File: config.mk
export PLATFORM = sky130hd
export DESIGN_NAME = sorted_priority_queue_flat
export DESIGN_NICKNAME = d
export VERILOG_FILES = /design/src/spq_pkg.sv /design/src/spq_req_if.sv /design/src/spq_rsp_if.sv /design/src/spq_cell.sv /design/src/sorted_priority_queue.sv /design/src/flat_wrapper.sv
export SDC_FILE = /design/constraint.sdc
export NUM_CORES = 2
export LEC_CHECK = 0
export BUFFER_PORTS_ARGS = -buffer_cell sky130_fd_sc_hd__buf_2
export CORE_MARGIN = 2
export CORE_UTILIZATION = 50
export CTS_BUF_LIST = sky130_fd_sc_hd__clkbuf_4
export DETAILED_ROUTE_END_ITERATION = 7
export PLACE_DENSITY = 0.75
export SYNTH_ARGS = -nofsm -noshare
export SYNTH_HDL_FRONTEND = slang
export SYNTH_SLANG_ARGS = --single-unit
File: constraint.sdc
create_clock -name clk -period 9.8 [get_ports clk]
set_clock_uncertainty 0.15 [all_clocks]
set_input_delay 0.49 -clock clk [delete_from_list [all_inputs] [get_ports clk]]
set_output_delay 0.49 -clock clk [all_outputs]
set_load 0.02 [all_outputs]
File: src/spq_pkg.sv
// ============================================================================
// spq_pkg: shared types and constants of the sorted priority queue
// Sizes, operation and status codes, and the entry and operation structs
// that pass between the top level and the row of queue cells.
// ============================================================================
package spq_pkg;

  localparam int DEPTH         = 16;
  localparam int PAYLOAD_WIDTH = 32;
  localparam int PRIO_W        = 32;
  localparam int WORD_W        = 32;
  localparam int COUNT_W       = $clog2(DEPTH + 1);

  localparam logic signed [PRIO_W-1:0] PRIO_MAX = {1'b0, {(PRIO_W-1){1'b1}}};
  localparam logic signed [PRIO_W-1:0] PRIO_MIN = {1'b1, {(PRIO_W-1){1'b0}}};

  typedef enum logic [1:0] {
    MODE_ENQ  = 2'd0,
    MODE_DEQ  = 2'd1,
    MODE_PEEK = 2'd2,
    MODE_ADD  = 2'd3
  } mode_t;

  typedef enum logic [1:0] {
    STATUS_OK    = 2'd0,
    STATUS_EMPTY = 2'd1,
    STATUS_FULL  = 2'd2
  } status_t;

  // One stored entry as a cell holds it.
  typedef struct packed {
    logic                     valid;
    logic signed [PRIO_W-1:0] prio;
    logic [PAYLOAD_WIDTH-1:0] payload;
  } entry_t;

  // Operation broadcast to every cell in the cycle a transaction is taken.
  typedef struct packed {
    logic                     en;
    mode_t                    mode;
    logic signed [PRIO_W-1:0] prio;
    logic [PAYLOAD_WIDTH-1:0] payload;
    logic signed [PRIO_W-1:0] delta;
  } cell_op_t;

endpackage

File: src/spq_req_if.sv
// ============================================================================
// spq_req_if: request channel of the sorted priority queue
// Valid/ready channel that carries one queue operation per transaction.
// ============================================================================
interface spq_req_if;
  logic                                 valid;
  logic                                 ready;
  logic [1:0]                           mode;
  logic [spq_pkg::WORD_W-1:0]           payload;
  logic signed [spq_pkg::PRIO_W-1:0]    priority_req;
  logic signed [spq_pkg::PRIO_W-1:0]    delta;

  modport source (output valid, mode, payload, priority_req, delta, input ready);
  modport sink   (input valid, mode, payload, priority_req, delta, output ready);
endinterface

File: src/spq_rsp_if.sv
// ============================================================================
// spq_rsp_if: response channel of the sorted priority queue
// Valid/ready channel that carries one result per transaction.
// ============================================================================
interface spq_rsp_if;
  logic                                 valid;
  logic                                 ready;
  logic [spq_pkg::WORD_W-1:0]           out_payload;
  logic signed [spq_pkg::PRIO_W-1:0]    out_priority;
  logic [1:0]                           status;
  logic [spq_pkg::COUNT_W-1:0]          count;
  logic                                 is_empty;

  modport source (output valid, out_payload, out_priority, status, count, is_empty,
                  input ready);
  modport sink   (input valid, out_payload, out_priority, status, count, is_empty,
                  output ready);
endinterface

File: src/spq_cell.sv
// ============================================================================
// spq_cell: one slot of the sorted queue
// Holds one entry and, per operation, keeps it, takes the new entry, takes
// the left or right neighbour's entry, or adds the delta with saturation.
// ============================================================================
module spq_cell (
  input  logic              clk,
  input  logic              rst,
  input  spq_pkg::cell_op_t op,
  input  spq_pkg::entry_t   left,
  input  logic              left_keep,
  input  spq_pkg::entry_t   right,
  output spq_pkg::entry_t   entry,
  output logic              keep
);

  spq_pkg::entry_t                   entry_next;
  logic signed [spq_pkg::PRIO_W:0]   sum;
  logic signed [spq_pkg::PRIO_W-1:0] sat;

  // An entry stays put on insert when it sorts at or before the new one,
  // which keeps equal priorities in arrival order.
  assign keep = entry.valid && ($signed(entry.prio) <= $signed(op.prio));

  always_comb begin
    sum = {entry.prio[spq_pkg::PRIO_W-1], entry.prio} +
          {op.delta[spq_pkg::PRIO_W-1], op.delta};
    if (sum[spq_pkg::PRIO_W] != sum[spq_pkg::PRIO_W-1]) begin
      sat = sum[spq_pkg::PRIO_W] ? spq_pkg::PRIO_MIN : spq_pkg::PRIO_MAX;
    end else begin
      sat = sum[spq_pkg::PRIO_W-1:0];
    end
  end

  always_comb begin
    entry_next = entry;
    if (op.en) begin
      case (op.mode)
        spq_pkg::MODE_ENQ: begin
          if (!keep) begin
            if (left_keep) begin
              entry_next.valid   = 1'b1;
              entry_next.prio    = op.prio;
              entry_next.payload = op.payload;
            end else begin
              entry_next = left;
            end
          end
        end
        spq_pkg::MODE_DEQ: begin
          entry_next = right;
        end
        spq_pkg::MODE_ADD: begin
          if (entry.valid) begin
            entry_next.prio = sat;
          end
        end
        default: begin
          entry_next = entry;
        end
      endcase
    end
  end

  always_ff @(posedge clk) begin
    entry.prio    <= entry_next.prio;
    entry.payload <= entry_next.payload;
    if (rst) begin
      entry.valid <= 1'b0;
    end else begin
      entry.valid <= entry_next.valid;
    end
  end

endmodule

File: src/sorted_priority_queue.sv
// ============================================================================
// sorted_priority_queue: sorted-list priority queue built from a cell row
// Keeps up to DEPTH entries ordered by ascending signed priority and serves
// enqueue, dequeue, peek and add-to-all operations with one result each.
// ============================================================================
// On every accepted request the operation is broadcast to a row of DEPTH
// identical cells, each of which compares its own priority against the new
// one and hands its entry to a neighbour, so insert, remove and add-delta
// are all applied by the cell registers themselves with no extra pass, and
// a new request is taken every cycle while the response register is free
// or being emptied. Entries of equal priority keep their arrival order,
// because an entry stays put on insert when its priority is less than or
// equal to the new one. Adding a delta saturates each priority at the
// 32-bit signed limits, which preserves the order. An enqueue into a full
// queue drops the entry and reports full status; a dequeue or peek on an
// empty queue reports empty status with zero payload and priority. The
// response also carries the entry count and an empty flag after the
// operation. There is no clearing pass: reset only clears the valid flags
// of the cells, the count and the response valid flag, so the queue is
// usable as soon as reset is released.
module sorted_priority_queue (
  input  logic     clk,
  input  logic     rst,
  spq_req_if.sink  req,
  spq_rsp_if.source rsp
);

  localparam int DEPTH = spq_pkg::DEPTH;

  spq_pkg::entry_t   cells [DEPTH];
  logic [DEPTH-1:0]  keeps;
  spq_pkg::cell_op_t op;

  logic [spq_pkg::COUNT_W-1:0] count;
  logic [spq_pkg::COUNT_W-1:0] count_next;

  spq_pkg::mode_t mode;
  logic           fire;
  logic           full;
  logic           empty;
  logic           read_ok;

  // The response register frees up when it is empty or being taken, so a
  // waiting result that is not being taken holds off the next request.
  assign req.ready = !rsp.valid || rsp.ready;
  assign fire      = req.valid && req.ready;
  assign mode      = spq_pkg::mode_t'(req.mode);
  assign full      = (count == spq_pkg::COUNT_W'(DEPTH));
  assign empty     = (count == '0);
  assign read_ok   = ((mode == spq_pkg::MODE_DEQ) || (mode == spq_pkg::MODE_PEEK)) && !empty;

  // The operation is withheld from the cells when it is not legal: an
  // enqueue on a full queue and a dequeue on an empty queue leave them alone.
  always_comb begin
    op.en      = fire &&
                 !((mode == spq_pkg::MODE_ENQ) && full) &&
                 !((mode == spq_pkg::MODE_DEQ) && empty);
    op.mode    = mode;
    op.prio    = req.priority_req;
    op.payload = spq_pkg::PAYLOAD_WIDTH'(req.payload);
    op.delta   = req.delta;
  end

  always_comb begin
    count_next = count;
    if (op.en && (mode == spq_pkg::MODE_ENQ)) begin
      count_next = count + 1'b1;
    end else if (op.en && (mode == spq_pkg::MODE_DEQ)) begin
      count_next = count - 1'b1;
    end
  end

  // The row of cells. The head cell sees a left neighbour that always keeps,
  // so a new entry lands there when the head entry sorts after it; the tail
  // cell sees an empty right neighbour, which a dequeue shifts in.
  for (genvar i = 0; i < DEPTH; i++) begin : g_cell
    spq_pkg::entry_t left;
    spq_pkg::entry_t right;
    logic            left_keep;

    if (i == 0) begin : g_head
      assign left      = '0;
      assign left_keep = 1'b1;
    end else begin : g_body
      assign left      = cells[i-1];
      assign left_keep = keeps[i-1];
    end

    if (i == DEPTH - 1) begin : g_tail
      assign right = '0;
    end else begin : g_inner
      assign right = cells[i+1];
    end

    spq_cell u_cell (
      .clk       (clk),
      .rst       (rst),
      .op        (op),
      .left      (left),
      .left_keep (left_keep),
      .right     (right),
      .entry     (cells[i]),
      .keep      (keeps[i])
    );
  end

  // Count and response register. The front entry is read from the head cell
  // before this cycle's update takes effect.
  always_ff @(posedge clk) begin
    if (rst) begin
      count     <= '0;
      rsp.valid <= 1'b0;
    end else begin
      count <= count_next;
      if (fire) begin
        rsp.valid <= 1'b1;
      end else if (rsp.ready) begin
        rsp.valid <= 1'b0;
      end
    end
    if (fire) begin
      rsp.out_payload  <= read_ok ? spq_pkg::WORD_W'(cells[0].payload) : '0;
      rsp.out_priority <= read_ok ? cells[0].prio : '0;
      if ((mode == spq_pkg::MODE_ENQ) && full) begin
        rsp.status <= spq_pkg::STATUS_FULL;
      end else if (((mode == spq_pkg::MODE_DEQ) || (mode == spq_pkg::MODE_PEEK)) && empty) begin
        rsp.status <= spq_pkg::STATUS_EMPTY;
      end else begin
        rsp.status <= spq_pkg::STATUS_OK;
      end
      rsp.count    <= count_next;
      rsp.is_empty <= (count_next == '0);
    end
  end

endmodule
File: src/flat_wrapper.sv
// flat-port wrapper written by rule: the top's interface ports become plain ports
module sorted_priority_queue_flat 
  (clk, rst, req_valid, req_mode, req_payload, req_priority_req, req_delta, req_ready, rsp_valid, rsp_out_payload, rsp_out_priority, rsp_status, rsp_count, rsp_is_empty, rsp_ready);
  spq_req_if req_i ();
  spq_rsp_if rsp_i ();
  input  logic clk;
  input  logic rst;
  input wire logic [$bits(req_i.valid)-1:0] req_valid;
  input wire logic [$bits(req_i.mode)-1:0] req_mode;
  input wire logic [$bits(req_i.payload)-1:0] req_payload;
  input wire logic [$bits(req_i.priority_req)-1:0] req_priority_req;
  input wire logic [$bits(req_i.delta)-1:0] req_delta;
  output wire logic [$bits(req_i.ready)-1:0] req_ready;
  output wire logic [$bits(rsp_i.valid)-1:0] rsp_valid;
  output wire logic [$bits(rsp_i.out_payload)-1:0] rsp_out_payload;
  output wire logic [$bits(rsp_i.out_priority)-1:0] rsp_out_priority;
  output wire logic [$bits(rsp_i.status)-1:0] rsp_status;
  output wire logic [$bits(rsp_i.count)-1:0] rsp_count;
  output wire logic [$bits(rsp_i.is_empty)-1:0] rsp_is_empty;
  input wire logic [$bits(rsp_i.ready)-1:0] rsp_ready;
  assign req_i.valid = req_valid;
  assign req_i.mode = req_mode;
  assign req_i.payload = req_payload;
  assign req_i.priority_req = req_priority_req;
  assign req_i.delta = req_delta;
  assign req_ready = req_i.ready;
  assign rsp_valid = rsp_i.valid;
  assign rsp_out_payload = rsp_i.out_payload;
  assign rsp_out_priority = rsp_i.out_priority;
  assign rsp_status = rsp_i.status;
  assign rsp_count = rsp_i.count;
  assign rsp_is_empty = rsp_i.is_empty;
  assign rsp_i.ready = rsp_ready;
  sorted_priority_queue u_core (.clk(clk), .rst(rst), .req(req_i), .rsp(rsp_i));
endmodule
==> metrics.json <==
{
  "grt": {
    "grt_max_degree": 276,
    "antenna_found_initial": 29,
    "overflow": 0,
    "global_routing_usage_summed_across_all_routing_layers": 0.404,
    "first_global_vias": 87700,
    "grt_first_pass_wirelength_mm": 593
  },
  "worst_setup_path": {
    "nature_of_the_critical_path_startpoint": "input pin",
    "crit_path_frequent_cell": "buf_4",
    "slowest_stage_cell_cp": "nor2_4",
    "worstPathRequired_ps": 10620,
    "worst_path_fanout_max": 54,
    "critical_path.endpoint_type": "register",
    "category_of_the_most_critical_setup_path": "input pin to register",
    "cpPeakStageDelay_ps": 860,
    "critical_path.cell_chain": "dlygate4sd3_1 -> buf_2 -> dlygate4sd3_1 -> buf_4 -> clkinv_1 -> buf_4 -> ha_1 -> nand4_1 -> nor4b_1 -> o21ai_0 -> o211ai_1 -> a21boi_0 -> nand3_4 -> buf_4 -> nor2_1 -> nor2_4",
    "data_arrival_critical_path_ps": 7240
  },
  "die": {
    "design.die.area_um2": 196000,
    "start_util": 0.502,
    "row_count": 161,
    "fp.dieW_um": 443,
    "core_um2": 192000,
    "floorplan.die.height_um": 443,
    "ioPinCount": 176
  },
  "synthesis": {
    "postSynth.asyncResetShare": 0,
    "syn-cell-area_um2": 96500,
    "synth_cell_types": 102,
    "primary_ff_master_synth": "edfxtp_1",
    "synth-edff-count": 1096,
    "post_synth.cell_area_avg_um2": 9.17,
    "synth-seq-area-share": 0.346,
    "synthesized_netlist_net_count": 11700,
    "synth_seq_cells": 1118,
    "synth_warnings": 0,
    "synthCells": 10500
  },
  "sta": {
    "timing.final.setup_violations": 0,
    "min_period_ps": 6410,
    "worst_slew_margin_rel": -0.0842,
    "max_freq_mhz": 156,
    "final.hold.worst_slack_ps": 143,
    "finalCritPeriodShare": 0.655,
    "rsz0062_at_grt": "no",
    "slew_viol_final": 3,
    "fin_setup_tns_ps": 0,
    "worstMarginPinSlew_ps": 1610,
    "hold_viol_final": 0
  },
  "clock_tree": {
    "clock_sink_total": 1118,
    "clk-insertion-delay-late_ps": 1450,
    "cts_tree": "done",
    "cts_resized": 0,
    "cts_htree_levels": 5,
    "cts.reportedPaths.clkPinSlew_ps": 70,
    "cts_made_buffers": 335,
    "clock_path_buffers": 4,
    "clock-root-buffer": "clkbuf_4"
  },
  "drt": {
    "detail_route.wl_per_cell_um": 30.7,
    "ant_nets": 0,
    "drcViolationCount": 38,
    "routed_wl_mm": 414,
    "drt-pass1-iter-count": 8,
    "drt-vias-per-instance": 6.95,
    "route.vias.total": 93800,
    "first_iter_violations": 13900
  },
  "power_and_ir_drop": {
    "cellLeakagePower_nw": 43.3,
    "powerDensity_nw_per_um2": 160,
    "worst_ir_drop_vdd_uv": 140,
    "total_power_w": 0.0168
  },
  "finish": {
    "area_of_combinational_cells_with_multiple_inputs_um2": 60700,
    "ff_latch_area_um2": 33400,
    "filler_cell_count": 17400,
    "most-common-layout-cells": "nand2_1 (1191), edfxtp_1 (1096), ha_1 (1027)",
    "mostFrequentLayoutCell": "nand2_1",
    "syn2layout_area_growth_pct": 9.34,
    "layout-drive-gt1-share": 0.100,
    "final_nets": 11900
  },
  "place": {
    "dp_hpwl_mm": 302,
    "global_placer_s_final_weighted_congestion": 1.10,
    "numPortBuffers": 175
  },
  "min_path": {
    "hp-class": "input pin to register"
  },
  "run_status": {
    "run_status": "finished, violations left",
    "failed_checks": "DRC, capacitance limit, slew limit"
  },
  "job": {
    "timing.max_cap.violations": 2
  }
}
==> Yosys cell counts (all sizes together) (52+ instances only) <==
library cell / count / share of area
nand2: 1191 / 0.046
edfxtp: 1096 / 0.34
ha: 1030 / 0.13
o21ai: 909 / 0.047
a21oi: 837 / 0.043
nor2: 826 / 0.032
mux2i: 694 / 0.072
clkbuf: 493 / 0.019
a21o: 404 / 0.031
xnor2: 267 / 0.025
o221ai: 256 / 0.024
inv: 218 / 0.0085
nand3: 195 / 0.010
o211ai: 155 / 0.012
nand4: 152 / 0.0099
xor2: 152 / 0.014
nor3: 102 / 0.0053
buf: 101 / 0.0054
and2: 95 / 0.0062
o21bai: 90 / 0.0070
nor2b: 86 / 0.0056
o21a: 79 / 0.0061
a31oi: 75 / 0.0049
a211oi: 71 / 0.0056
a221oi: 70 / 0.0064
and3: 64 / 0.0042
mux2: 64 / 0.0075
nand2b: 63 / 0.0041
a22oi: 52 / 0.0040
==> sequential cells by signal, summed over array words and instances, names as in the netlist <==
name and cells:
u_core.count 5, u_core.g_cell.u_cell.entry 1040, u_core.rsp.count 5, u_core.rsp.is_empty 1
u_core.rsp.out_payload 32, u_core.rsp.out_priority 32, u_core.rsp.status 2, u_core.rsp.valid 1
==> per-stage QoR <==
step / instances / cell area, um2 / setup WS [ps] / utilization
2_1_floorplan: 10500 / 96500 / 3220 / -
3_3_place_gp: 12800 / 100000 / 3180 / 0.523
3_5_place_dp: 12800 / 100000 / 3320 / 0.523
4_1_cts: 13500 / 105000 / 3780 / 0.549
5_1_grt: 13500 / 105000 / 3260 / 0.549
6_report: 13500 / 105000 / 3390 / 0.549
==> worst paths after layout <==
path	slack [ps]	start	to	depth (start not counted)
worst max-delay path	3390	req_priority_req[31]	u_core.g_cell[1].u_cell.entry[12]$_DFFE_PP_	16
worst min-delay path	140	req_payload[1]	u_core.g_cell[7].u_cell.entry[1]$_DFFE_PP_	4
worst max register to register	3840	u_core.g_cell[9].u_cell.entry[48]$_DFFE_PP_	u_core.g_cell[9].u_cell.entry[33]$_DFFE_PP_	10
worst min register to register	290	u_core.g_cell[15].u_cell.entry[30]$_SDFFCE_PP0P_	u_core.g_cell[14].u_cell.entry[30]$_DFFE_PP_	2
==> critical path: cells and delay by family <==
kind / cells / cell delay (ps)
simple gates: 5 / 2160
fa+ha+maj: 1 / 420
buf+inv: 7 / 3280
compound gates: 3 / 750
==> layout make-up <==
cell class,instances,area share
Antenna cell,26,0.000617
Clock buffer,484,0.0344
Clock inverter,64,0.00287
Inverter,229,0.00816
Multi-Input combinational cell,8576,0.575
Sequential cell,1118,0.316
Tap cell,2526,0.0300
Timing Repair Buffer,474,0.0327
==> what timing repair did <==
item	in CTS	in global routing
endpoints found under the hold margin	918	0
setup buffers	0	0
hold buffers	101	0
==> kinds of logic (layout without fill, tap and decap cells) <==
kind of cell / after synthesis / in the layout / synth area share
buffers and inverters: 823 / 1251 / 0.0335
AO/OA/AOI/OAI: 3392 / 3392 / 0.228
adder cells (fa/ha/maj): 1056 / 1056 / 0.138
flip-flops: 1118 / 1118 / 0.346
XOR/XNOR: 419 / 419 / 0.0384
AND/OR/NAND/NOR: 2951 / 2951 / 0.137
other: 0 / 26 / 0
multiplexers: 758 / 758 / 0.0795
==> routing by layer <==
layer / routed length [um] / global-route usage / part of all wire
met5: 320 / 0.00269 / 0.00077
met4: 26000 / 0.222 / 0.063
met3: 57500 / 0.141 / 0.14
met2: 168000 / 0.572 / 0.41
met1: 162000 / 0.536 / 0.39
==> report_power, final <==
group	leakage (nW)	internal (W)	switching, W
Sequential	10.5	0.00579	0.000522
Clock	2.36	0.00229	0.00227
Combinational	30.5	0.00211	0.00385
Total	43.3	0.0102	0.00664
Power figures use the tool's default switching activity.
